[src/hdl/pss_pkg.sv]
// ============================================================================
// pss_pkg: shared types and constants of the polyphonic sine synthesizer
// Item structs, register indexes, sequencer codes and the frequency ROM.
// ============================================================================
`default_nettype none

package pss_pkg;

    localparam int VOICES       = 16;
    localparam int SINE_ENTRIES = 1024;
    localparam int SINE_BITS    = $clog2(SINE_ENTRIES);
    localparam int V_W          = (VOICES > 1) ? $clog2(VOICES) : 1;
    localparam int CNT_W        = $clog2(VOICES + 1);

    localparam int CFG_IDX_W  = 3;
    localparam int CFG_DATA_W = 20;

    localparam logic CMD_NOTE = 1'b0;
    localparam logic CMD_TICK = 1'b1;

    localparam logic [CFG_IDX_W-1:0] REG_ATTACK_END    = 3'd0;
    localparam logic [CFG_IDX_W-1:0] REG_DECAY_END     = 3'd1;
    localparam logic [CFG_IDX_W-1:0] REG_SUSTAIN_END   = 3'd2;
    localparam logic [CFG_IDX_W-1:0] REG_RELEASE_END   = 3'd3;
    localparam logic [CFG_IDX_W-1:0] REG_SUSTAIN_LEVEL = 3'd4;
    localparam logic [CFG_IDX_W-1:0] REG_PHASE_PER_HZ  = 3'd5;
    localparam logic [CFG_IDX_W-1:0] REG_OUTPUT_GAIN   = 3'd6;

    localparam logic [15:0] SIN_A = 16'd51472;
    localparam logic [15:0] SIN_B = 16'd21024;
    localparam logic [15:0] SIN_C = 16'd2320;

    localparam logic [29:0] FREQ_F_TOP = 30'd733227254;

    localparam logic [29:0] TONE_ROM [12] = '{
        30'd548668578, 30'd581294109, 30'd615859655, 30'd652480576,
        30'd691279090, 30'd732384684, 30'd775934544, 30'd822074013,
        30'd870957077, 30'd922746880, 30'd977616265, 30'd1035748353
    };

    typedef struct packed {
        logic       command;
        logic [6:0] note_number;
        logic [6:0] velocity;
    } t_in_item;

    typedef struct packed {
        logic               is_sample;
        logic signed [23:0] sample_value;
        logic [6:0]         active_voices;
        logic               note_dropped;
    } t_out_item;

    typedef enum logic [2:0] {
        ST_IDLE, ST_VOICE, ST_SINE, ST_MUL, ST_DIV, ST_DONE
    } t_state;

    typedef enum logic [3:0] {
        OP_ENV, OP_X2, OP_CX2, OP_XT, OP_MAG, OP_EG, OP_EGV, OP_TERM, OP_STEP
    } t_mul_op;

    typedef enum logic [1:0] {
        RG_ATTACK, RG_DECAY, RG_RELEASE
    } t_region;

    // Note frequency in Q16.16 hertz: top-octave tone shifted down by octave,
    // rounding half up.
    function automatic logic [29:0] f_freq(input logic [6:0] n);
        logic [3:0]  oct;
        logic [6:0]  semi;
        logic [3:0]  sh;
        logic [30:0] base;
        logic [30:0] rnd;
        oct = 4'd0;
        for (int i = 1; i <= 10; i++) begin
            if (n >= 7'(12 * i)) begin
                oct = 4'(i);
            end
        end
        semi = 7'(n - 7'(12 * oct));
        base = (semi == 7'd5 && n <= 7'd113) ? {1'b0, FREQ_F_TOP}
                                              : {1'b0, TONE_ROM[semi[3:0]]};
        sh   = 4'd10 - oct;
        rnd  = base + (31'd1 << (sh - 4'd1));
        if (sh == 4'd0) begin
            return base[29:0];
        end
        return 30'(rnd >> sh);
    endfunction

endpackage

`default_nettype wire

[src/hdl/polyphonic_adsr_sine_synth.sv]
// ============================================================================
// polyphonic_adsr_sine_synth: voice-slot sine synthesizer with ADSR envelope
// Bit-serial multiply and divide walk all voices on each sample tick.
// ============================================================================
//
// Usage. An item is taken on a rising edge with start high and busy low.
// A note-on item claims the lowest free voice slot; when all slots are in use
// the note is dropped and note_dropped is set in its result. A tick item frees
// expired voices, sums envelope * gain * velocity * sine over the live voices
// and advances their age and phase. Every item gives exactly one result,
// shown on o_out for one cycle with o_strobe high; the receiver cannot stall.
//
// Timing. A note-on item gives its result on the next cycle and busy stays
// low, so another item may follow at once. A tick item keeps busy high while
// the voices are walked and shows its result in the cycle in which busy falls
// again; the next item is taken only once busy is low. Each live voice runs
// the envelope (at most a product, then a restoring divider), a sine fold step
// and eight products through one shift-add multiplier, one bit a cycle.
//
// Reset. A synchronous low reset frees every voice and loads the register
// defaults. Registers are written through i_cfg_we / i_cfg_idx / i_cfg_data;
// the user must do so only while the block is idle; the block does not enforce it.
// Indexes past the list are ignored.
`default_nettype none

module polyphonic_adsr_sine_synth (
    input  wire                               i_clk,
    input  wire                               i_rst_n,
    input  wire                               start,
    output logic                              busy,
    input  pss_pkg::t_in_item                 i_in,
    output logic                              o_strobe,
    output pss_pkg::t_out_item                o_out,
    input  wire                               i_cfg_we,
    input  wire  [pss_pkg::CFG_IDX_W-1:0]     i_cfg_idx,
    input  wire  [pss_pkg::CFG_DATA_W-1:0]    i_cfg_data
);
    import pss_pkg::*;

    localparam int MA_W  = 51;
    localparam int MB_W  = 20;
    localparam int SUM_W = 34;
    localparam logic [31:0] SINE_MASK = ~((32'd1 << (32 - SINE_BITS)) - 32'd1);
    localparam logic signed [SUM_W-1:0] SAT_MAX = 34'sd8388607;
    localparam logic signed [SUM_W-1:0] SAT_MIN = -34'sd8388608;

    // Configuration registers.
    logic [15:0] r_attack, r_decay, r_sus_end, r_release, r_sus_lvl;
    logic [19:0] r_pph;
    logic [7:0]  r_gain;

    // Control state.
    t_state          r_state, n_state;
    logic [VOICES-1:0] r_live, n_live;
    logic [CNT_W-1:0]  r_count, n_count;
    logic            r_strobe, n_strobe;

    // Voice storage (written on claim and on each voice update).
    logic [6:0]  r_note  [VOICES];
    logic [6:0]  r_level [VOICES];
    logic [15:0] r_age   [VOICES];
    logic [31:0] r_phase [VOICES];

    // Datapath registers.
    logic [V_W-1:0]   r_v, n_v;
    t_mul_op          r_op, n_op;
    t_region          r_rg, n_rg;
    logic [MA_W-1:0]  r_ma, n_ma, r_acc, n_acc;
    logic [MB_W-1:0]  r_mb, n_mb;
    logic [31:0]      r_num, n_num, r_q, n_q;
    logic [15:0]      r_rem, n_rem, r_den, n_den;
    logic [4:0]       r_cnt, n_cnt;
    logic [15:0]      r_env, n_env, r_x, n_x, r_x2, n_x2, r_mag, n_mag;
    logic             r_neg, n_neg;
    logic signed [SUM_W-1:0] r_sum, n_sum;
    t_out_item        r_out, n_out;

    // Voice array write controls.
    logic           claim_we, upd_we;
    logic [V_W-1:0] free_idx;
    logic           free_found;
    logic [31:0]    upd_phase;
    logic [15:0]    upd_age;

    // Shared decodes.
    logic [15:0] cur_age, lvl;
    logic        cur_live, v_skip, v_last, is_att, is_dec, is_sus;
    logic        accept;

    assign accept   = start && !busy;
    assign cur_age  = r_age[r_v];
    assign cur_live = r_live[r_v];
    assign lvl      = (r_sus_lvl > 16'd32768) ? 16'd32768 : r_sus_lvl;
    assign v_skip   = !cur_live || (cur_age > r_release) || (cur_age == 16'hFFFF);
    assign v_last   = (r_v == V_W'(VOICES - 1));
    assign is_att   = (cur_age <= r_attack);
    assign is_dec   = (cur_age <= r_decay);
    assign is_sus   = (cur_age <= r_sus_end);

    // Lowest free slot for a note-on.
    always_comb begin
        free_idx   = '0;
        free_found = 1'b0;
        for (int v = VOICES - 1; v >= 0; v--) begin
            if (!r_live[v]) begin
                free_idx   = V_W'(v);
                free_found = 1'b1;
            end
        end
    end

    // Next state.
    always_comb begin
        n_state = r_state;
        case (r_state)
            ST_IDLE: begin
                if (accept && i_in.command == CMD_TICK) begin
                    n_state = ST_VOICE;
                end
            end
            ST_VOICE: begin
                if (v_skip) begin
                    n_state = v_last ? ST_DONE : ST_VOICE;
                end else if (is_att) begin
                    n_state = (r_attack == 16'd0) ? ST_SINE : ST_DIV;
                end else if (is_dec) begin
                    n_state = ST_MUL;
                end else if (is_sus) begin
                    n_state = ST_SINE;
                end else begin
                    n_state = ST_MUL;
                end
            end
            ST_SINE: n_state = ST_MUL;
            ST_MUL: begin
                if (r_mb == '0) begin
                    if (r_op == OP_ENV) begin
                        n_state = ST_DIV;
                    end else if (r_op == OP_STEP) begin
                        n_state = v_last ? ST_DONE : ST_VOICE;
                    end
                end
            end
            ST_DIV: begin
                if (r_cnt == 5'd31) begin
                    n_state = ST_SINE;
                end
            end
            ST_DONE: n_state = ST_IDLE;
            default: n_state = ST_IDLE;
        endcase
    end

    // Outputs of the state machine.
    always_comb begin
        busy = (r_state != ST_IDLE);
    end

    // Datapath.
    always_comb begin
        logic [16:0]    rem_sh;
        logic           qbit;
        logic [31:0]    qfin;
        logic [31:0]    ph;
        logic [14:0]    f;
        logic [50:0]    rnd;
        logic [20:0]    term;
        logic [31:0]    u;
        n_live    = r_live;
        n_count   = r_count;
        n_strobe  = 1'b0;
        n_out     = r_out;
        n_v       = r_v;
        n_op      = r_op;
        n_rg      = r_rg;
        n_ma      = r_ma;
        n_mb      = r_mb;
        n_acc     = r_acc;
        n_num     = r_num;
        n_q       = r_q;
        n_rem     = r_rem;
        n_den     = r_den;
        n_cnt     = r_cnt;
        n_env     = r_env;
        n_x       = r_x;
        n_x2      = r_x2;
        n_mag     = r_mag;
        n_neg     = r_neg;
        n_sum     = r_sum;
        claim_we  = 1'b0;
        upd_we    = 1'b0;
        upd_phase = r_phase[r_v] + r_acc[47:16];
        upd_age   = (cur_age == 16'hFFFF) ? cur_age : cur_age + 16'd1;
        rem_sh    = {r_rem, r_num[31]};
        qbit      = (rem_sh >= {1'b0, r_den});
        qfin      = {r_q[30:0], qbit};
        ph        = r_phase[r_v];
        u         = ph & SINE_MASK;
        f         = u[29:15];
        rnd       = r_acc + (51'd1 << 29);
        term      = rnd[50:30];

        case (r_state)
            ST_IDLE: begin
                if (accept) begin
                    if (i_in.command == CMD_NOTE) begin
                        n_strobe = 1'b1;
                        n_out.is_sample    = 1'b0;
                        n_out.sample_value = '0;
                        n_out.note_dropped = !free_found;
                        if (free_found) begin
                            claim_we          = 1'b1;
                            n_live[free_idx]  = 1'b1;
                            n_count           = r_count + CNT_W'(1);
                            n_out.active_voices = 7'(r_count + CNT_W'(1));
                        end else begin
                            n_out.active_voices = 7'(r_count);
                        end
                    end else begin
                        n_v   = '0;
                        n_sum = '0;
                    end
                end
            end
            ST_VOICE: begin
                n_cnt = '0;
                n_rem = '0;
                n_q   = '0;
                n_acc = '0;
                if (v_skip) begin
                    if (cur_live) begin
                        n_live[r_v] = 1'b0;
                        n_count     = r_count - CNT_W'(1);
                    end
                    n_v = r_v + V_W'(1);
                end else if (is_att) begin
                    n_env = 16'd32768;
                    n_rg  = RG_ATTACK;
                    n_num = {1'b0, cur_age, 15'd0};
                    n_den = r_attack;
                end else if (is_dec) begin
                    n_rg  = RG_DECAY;
                    n_op  = OP_ENV;
                    n_ma  = MA_W'(16'd32768 - lvl);
                    n_mb  = MB_W'(cur_age - r_attack);
                    n_den = r_decay - r_attack;
                end else if (is_sus) begin
                    n_env = lvl;
                end else begin
                    n_rg  = RG_RELEASE;
                    n_op  = OP_ENV;
                    n_ma  = MA_W'(lvl);
                    n_mb  = MB_W'(cur_age - r_sus_end);
                    n_den = r_release - r_sus_end;
                end
            end
            ST_DIV: begin
                n_rem = qbit ? 16'(rem_sh - {1'b0, r_den}) : rem_sh[15:0];
                n_num = {r_num[30:0], 1'b0};
                n_q   = qfin;
                n_cnt = r_cnt + 5'd1;
                if (r_cnt == 5'd31) begin
                    case (r_rg)
                        RG_ATTACK:  n_env = qfin[15:0];
                        RG_DECAY:   n_env = 16'd32768 - qfin[15:0];
                        RG_RELEASE: n_env = lvl - qfin[15:0];
                        default:    n_env = '0;
                    endcase
                end
            end
            ST_SINE: begin
                n_x   = ph[30] ? 16'(17'd32768 - {2'b0, f}) : {1'b0, f};
                n_neg = ph[31];
                n_op  = OP_X2;
                n_acc = '0;
                n_ma  = MA_W'(n_x);
                n_mb  = MB_W'(n_x);
            end
            ST_MUL: begin
                if (r_mb != '0) begin
                    // One multiplier bit per cycle.
                    if (r_mb[0]) begin
                        n_acc = r_acc + r_ma;
                    end
                    n_ma = {r_ma[MA_W-2:0], 1'b0};
                    n_mb = r_mb >> 1;
                end else begin
                    n_acc = '0;
                    case (r_op)
                        OP_ENV: begin
                            n_num = r_acc[31:0];
                        end
                        OP_X2: begin
                            n_x2 = r_acc[30:15];
                            n_op = OP_CX2;
                            n_ma = MA_W'(SIN_C);
                            n_mb = MB_W'(r_acc[30:15]);
                        end
                        OP_CX2: begin
                            n_op = OP_XT;
                            n_ma = MA_W'(r_x2);
                            n_mb = MB_W'(SIN_B - r_acc[30:15]);
                        end
                        OP_XT: begin
                            n_op = OP_MAG;
                            n_ma = MA_W'(r_x);
                            n_mb = MB_W'(SIN_A - r_acc[30:15]);
                        end
                        OP_MAG: begin
                            n_mag = r_acc[30:15];
                            n_op  = OP_EG;
                            n_ma  = MA_W'(r_env);
                            n_mb  = MB_W'(r_gain);
                        end
                        OP_EG: begin
                            n_op = OP_EGV;
                            n_ma = MA_W'(r_acc[23:0]);
                            n_mb = MB_W'(r_level[r_v]);
                        end
                        OP_EGV: begin
                            n_op = OP_TERM;
                            n_ma = MA_W'(r_acc[30:0]);
                            n_mb = MB_W'(r_mag);
                        end
                        OP_TERM: begin
                            n_sum = r_neg ? r_sum - SUM_W'(term) : r_sum + SUM_W'(term);
                            n_op  = OP_STEP;
                            n_ma  = MA_W'(f_freq(r_note[r_v]));
                            n_mb  = r_pph;
                        end
                        OP_STEP: begin
                            upd_we = 1'b1;
                            n_v    = r_v + V_W'(1);
                        end
                        default: n_op = OP_ENV;
                    endcase
                end
            end
            ST_DONE: begin
                n_strobe            = 1'b1;
                n_out.is_sample     = 1'b1;
                n_out.note_dropped  = 1'b0;
                n_out.active_voices = 7'(r_count);
                if (r_sum > SAT_MAX) begin
                    n_out.sample_value = 24'sh7FFFFF;
                end else if (r_sum < SAT_MIN) begin
                    n_out.sample_value = 24'sh800000;
                end else begin
                    n_out.sample_value = r_sum[23:0];
                end
            end
            default: ;
        endcase
    end

    // Control registers and configuration.
    always_ff @(posedge i_clk) begin
        if (!i_rst_n) begin
            r_state   <= ST_IDLE;
            r_live    <= '0;
            r_count   <= '0;
            r_strobe  <= 1'b0;
            r_attack  <= 16'd2756;
            r_decay   <= 16'd4961;
            r_sus_end <= 16'd8820;
            r_release <= 16'd11025;
            r_sus_lvl <= 16'd26214;
            r_pph     <= 20'd97391;
            r_gain    <= 8'd200;
        end else begin
            r_state  <= n_state;
            r_live   <= n_live;
            r_count  <= n_count;
            r_strobe <= n_strobe;
            if (i_cfg_we) begin
                case (i_cfg_idx)
                    REG_ATTACK_END:    r_attack  <= i_cfg_data[15:0];
                    REG_DECAY_END:     r_decay   <= i_cfg_data[15:0];
                    REG_SUSTAIN_END:   r_sus_end <= i_cfg_data[15:0];
                    REG_RELEASE_END:   r_release <= i_cfg_data[15:0];
                    REG_SUSTAIN_LEVEL: r_sus_lvl <= i_cfg_data[15:0];
                    REG_PHASE_PER_HZ:  r_pph     <= i_cfg_data;
                    REG_OUTPUT_GAIN:   r_gain    <= i_cfg_data[7:0];
                    default: ;
                endcase
            end
        end
    end

    // Payload registers.
    always_ff @(posedge i_clk) begin
        r_v   <= n_v;
        r_op  <= n_op;
        r_rg  <= n_rg;
        r_ma  <= n_ma;
        r_mb  <= n_mb;
        r_acc <= n_acc;
        r_num <= n_num;
        r_q   <= n_q;
        r_rem <= n_rem;
        r_den <= n_den;
        r_cnt <= n_cnt;
        r_env <= n_env;
        r_x   <= n_x;
        r_x2  <= n_x2;
        r_mag <= n_mag;
        r_neg <= n_neg;
        r_sum <= n_sum;
        r_out <= n_out;
    end

    // Voice storage.
    always_ff @(posedge i_clk) begin
        if (claim_we) begin
            r_note[free_idx]  <= i_in.note_number;
            r_level[free_idx] <= i_in.velocity;
            r_age[free_idx]   <= '0;
            r_phase[free_idx] <= '0;
        end else if (upd_we) begin
            r_phase[r_v] <= upd_phase;
            r_age[r_v]   <= upd_age;
        end
    end

    assign o_strobe = r_strobe;
    assign o_out    = r_out;

    // A note-on result always follows its item on the next cycle.
    a_note_result: assert property (@(posedge i_clk) disable iff (!i_rst_n)
        (accept && i_in.command == CMD_NOTE) |=> o_strobe)
        else $error("note-on item gave no result on the next cycle");

    // A tick keeps the block busy while the voices are walked.
    a_tick_busy: assert property (@(posedge i_clk) disable iff (!i_rst_n)
        (accept && i_in.command == CMD_TICK) |=> (busy && !o_strobe))
        else $error("tick item did not start the voice walk");

    // The voice count never exceeds the slot count.
    a_count_range: assert property (@(posedge i_clk) disable iff (!i_rst_n)
        r_count <= CNT_W'(VOICES))
        else $error("active voice count out of range");

    // The envelope divider never runs with a zero divisor.
    a_div_nonzero: assert property (@(posedge i_clk) disable iff (!i_rst_n)
        (r_state == ST_DIV) |-> (r_den != 16'd0))
        else $error("envelope division with zero divisor");

endmodule

`default_nettype wire

[config.mk]
export PLATFORM = sky130hd
export DESIGN_NAME = polyphonic_adsr_sine_synth
export DESIGN_NICKNAME = d
export VERILOG_FILES = /design/src/hdl/pss_pkg.sv /design/src/hdl/polyphonic_adsr_sine_synth.sv
export SDC_FILE = /design/constraint.sdc
export NUM_CORES = 2
export LEC_CHECK = 0
export ABC_AREA = 1
export BUFFER_PORTS_ARGS = -buffer_cell sky130_fd_sc_hd__buf_2
export CAP_MARGIN = 10
export CELL_PAD_IN_SITES_DETAIL_PLACEMENT = 0
export CELL_PAD_IN_SITES_GLOBAL_PLACEMENT = 2
export CORE_MARGIN = 5
export CORE_UTILIZATION = 42
export CTS_CLUSTER_DIAMETER = 100
export DETAILED_ROUTE_END_ITERATION = 12
export GPL_TIMING_DRIVEN = 0
export MAX_ROUTING_LAYER = met4
export PLACE_DENSITY = 0.87
export SETUP_SLACK_MARGIN = 0.05
export SLEW_MARGIN = 20
export SYNTH_ARGS = -nofsm -noshare
export SYNTH_HDL_FRONTEND = slang
export SYNTH_SLANG_ARGS = --single-unit
[constraint.sdc]
create_clock -name i_clk -period 10.3 [get_ports i_clk]
set_input_delay 1.545 -clock i_clk [delete_from_list [all_inputs] [get_ports i_clk]]
set_output_delay 1.545 -clock i_clk [all_outputs]
set_load 0.01 [all_outputs]
==> flow_summary.rst <==
.. list-table::
   :header-rows: 1

   * - Metric
     - Value
   * - Per-instance average area after synthesis
     - 9.78 µm²
   * - First-pass GRT wire length
     - just under 400,000 µm
   * - Post-synth design cell area
     - 75,500 µm²
   * - Post-DRT Antenna Nets
     - 0
   * - Proportion of synthesized flip-flops having asynchronous set or reset
     - 0
   * - Clk pin slew, worst setup/hold paths
     - 0.06 ns
   * - Netlist cell types
     - 74
   * - Clock Sink Count
     - between 1k and 1.5k
   * - Critical Path End Type
     - flop
   * - CTS Buf Count
     - 166
   * - Nets
     - 8,434
   * - Maximum clock path buffer count
     - 3
   * - Flip-flop and latch count after synthesis
     - 1,469
   * - WP data arrival
     - 10.08 ns
   * - Class of the tightest hold or removal check
     - reg2reg
   * - Switching component of the power
     - 8.83 mW
   * - Share of cell area taken by muxes after synthesis
     - 0
   * - Worst setup slack before clock tree synthesis
     - -0.165 ns
   * - Share of power burned in the clock network
     - 0.276
   * - Arithmetic-cell share of the synthesized area counting full adders, half adders and majority gates
     - 0.0532
   * - Actual transition at the worst max-transition pin
     - 1.19 ns
   * - Via density per instance
     - approximately 5.9
   * - Post-detail-place hpwl
     - 198,000 µm
   * - Initial core utilization
     - 0.423
   * - DRC violations left
     - 0
   * - Final instance area
     - 86,400 µm²
   * - Number of synthesized flops with an enable pin
     - around 1.3k
   * - Fin Hold WS
     - 0.485 ns
   * - CTS root buf
     - clkbuf_16
   * - Total routing usage reported by global routing
     - 0.290
   * - Rel. slew slack
     - 0.207
   * - Yosys Warn Count
     - 0
   * - Fraction of the yosys area taken by sequential cells
     - 0.566
   * - Initial detailed-routing violation count
     - 7,332
   * - Pwr Density
     - about 250 nW/µm²
   * - Synthesized instance count
     - 7,721
   * - Top achievable clock speed
     - roughly 110 MHz
   * - Share of layout cells above drive strength 1
     - 0.0858
   * - Combinational fraction of design power
     - 0.406
   * - Synth Area in Compound Gates
     - 0.162
   * - Clock tree from TritonCTS
     - built
   * - Buffers and inverters on the worst path
     - 10
   * - Number of iterations in the first detailed-routing pass
     - 6
   * - Category of the most critical setup path
     - reg2reg
   * - Crit-path max cell delay
     - 0.56 ns
   * - Via count of the first global-routing pass
     - 59.3k
   * - CTS HTree Levels
     - 4
   * - Max-cap check violation count
     - 0
   * - WL final
     - 272,000 µm
   * - Maximum vdd ir drop
     - 0.199 mV
   * - Horizontal die dimension
     - 434 µm
   * - Post-synthesis simple-gate area fraction
     - 0.150
   * - Final weighted congestion in routability-driven placement
     - 0.966
   * - Switching Fraction
     - 0.412
   * - Startpoint kind of the worst setup timing path
     - flop
   * - Final min period
     - between 9 and 10 ns
   * - CP max-delay cell
     - fa_1
   * - Mean routed wirelength per cell
     - between 20 and 30 µm
   * - Aggregate negative setup slack
     - 0 ns
   * - Most common cell on crit path
     - nand2_1
   * - Post-synthesis xor/xnor area fraction
     - 0.0145
   * - Sum of internal, switching and leakage power
     - 21.4 mW
   * - Cell internal pwr
     - roughly 13 mW
   * - Commonest cells after routing, fill and taps aside
     - edfxtp_1, nand2_1, nor2_1, o21ai_0, inv_1
   * - Maximum number of pins on one net before global-route repair
     - 35
   * - RSZ-0062 raised after global routing
     - false
   * - Standard cell area after detailed placement
     - 80,900 µm²
   * - Final Max Slew Viols
     - 0
   * - Cell class contributing the biggest share of worst-path delay
     - simple AND/OR/NAND/NOR gates
   * - Worst path setup slack after routing
     - 0.785 ns
   * - CORE AREA
     - around 180,000 µm²
   * - Final Hold Vio Count
     - 0
   * - Overflow left after global routing
     - 0
   * - Post-CTS Hold Fix Bufs
     - 0
   * - Run status
     - complete, no violations
   * - Row Count
     - approximately 160
   * - Number of buffer cells added on primary ports
     - 74
   * - Die ar.
     - 188,000 µm²
   * - Main combinational cell family by area after synthesis
     - compound AO/OA/AOI/OAI gates
   * - Final setup violating endpoints
     - 0
   * - Crit-path max FO
     - 13
   * - Die Span Y
     - 434 µm
   * - Post-Route Skew
     - 0.0744 ns
   * - Fraction of the cycle the final worst path needs
     - 0.924
   * - Growth of design area from synthesis to finish
     - 14.5%
   * - Detailed-route via count
     - between 60k and 70k
   * - LEAKAGE
     - 33.9 nW
   * - Initial antenna violation count
     - 10
   * - Syn nets
     - 8,076
   * - Sequential share of power
     - 0.319
   * - Required time reported for the critical path endpoint
     - roughly 11 ns
   * - Most frequent standard cell in the layout excluding fill and tap cells
     - edfxtp_1
   * - Ys flop type
     - edfxtp_1
   * - Worst skew pair latency
     - 0.84 ns
   * - IO Count
     - between 70 and 80
[final timing paths]
kind | start | cells after the start | slack, ns | endpoint
worst min register to register | r_sus_lvl[6] | 2 | 0.49 | r_sus_lvl[6]
worst max-delay path | flop | 54 | 0.79 | r_ma[9]
worst min-delay path | r_sus_lvl[6] | 2 | 0.49 | r_sus_lvl[6]
worst max register to register | flop | 54 | 0.79 | r_ma[9]
[kinds of logic after synthesis]
kind of cell	after synthesis
simple gates	2738
compound gates	2098
flops	1469
buf+inv	977
fa+ha+maj	313
xor+xnor	125
other cells	1
[Yosys cell counts (all sizes together) (22+ instances only)]
library cell | n | area (µm²)
o21a | 45 | 338
nor4 | 26 | 184
dfxtp | 137 | 2740
o21bai | 22 | 180
a221oi | 29 | 254
nor2 | 967 | 3680
xnor2 | 48 | 420
nand3 | 384 | 1940
a31oi | 45 | 282
inv | 612 | 2310
o211ai | 113 | 848
o22ai | 75 | 469
edfxtp | 1332 | 40000
xor2 | 77 | 674
buf | 124 | 833
o21ai | 942 | 4720
nor3 | 95 | 510
nand4 | 35 | 219
nand2 | 1187 | 4530
o221ai | 173 | 1520
a211oi | 31 | 233
a21oi | 540 | 2710
or2 | 23 | 144
clkbuf | 230 | 865
ha | 300 | 3750
[per-layer routing]
| layer | vias up | global-route usage | wire length, µm |
|---|---|---|---|
| li1 | 28400 | - | - |
| met1 | 30300 | 0.388 | 114000 |
| met2 | 2928 | 0.451 | 124000 |
| met3 | 528 | 0.0492 | 23300 |
| met4 | 0 | 0.0992 | 10300 |
| met5 | - | - | 0 |
[metrics by stage]
| step | utilization | cells |
|---|---|---|
| 2_1_floorplan | - | 7721 |
| 3_3_place_gp | 0.441 | 10200 |
| 5_1_grt | 0.484 | 10600 |
| 4_1_cts | 0.483 | 10600 |
| 6_report | 0.484 | 10600 |
| 3_5_place_dp | 0.453 | 10300 |
[cell type report]
| class | count | area, µm² |
|---|---|---|
| clock inverters | 96 | 961 |
| fillers | 16400 | 92200 |
| flip-flops and latches | 1469 | 42700 |
| repair buffers | 190 | 2150 |
| clock buffers | 208 | 4440 |
| diodes | 3 | 7.51 |
| well taps | 2355 | 2950 |
| plain buffers | 354 | 1710 |
| multi-input cells | 5275 | 29100 |
| inverters | 623 | 2350 |
[worst min-delay path, stage by stage, from the launching register on]
cell and delay [ns]:
dfxtp_1 0.32, nand2_1 0.06, nand3_1 0.05
[power groups by stage]
stage	Sequential (mW)	Clock, mW	Combinational (mW)
4_1_cts	6.83	5.96	8.50
3_5_place_dp	6.95	0	8.45
3_3_place_gp	6.98	0	8.39
5_1_grt	6.84	6.21	9.51
6_report	6.83	5.91	8.69
2_1_floorplan	6.90	0	5.67
[repair_timing]
| action | 4_1_cts | 5_1_grt |
|---|---|---|
| cloned | 0 | 0 |
| buffers inserted | 0 | 0 |
| pin swaps | 0 | 0 |
| resized for setup | 5 | 12 |
| setup endpoints to repair | 23 | 25 |
[state kept, by name, summed over array words and instances, names as in the netlist, 20 cells and up, named ones only]
register and cells:
r_phase 512, r_acc 51, r_age 256, r_num 32
r_ma 51, r_note 112, r_mb 20, o_out 32
r_level 112, r_sum 34, r_pph 20
Note: power is estimated with default switching activity, not from simulation.
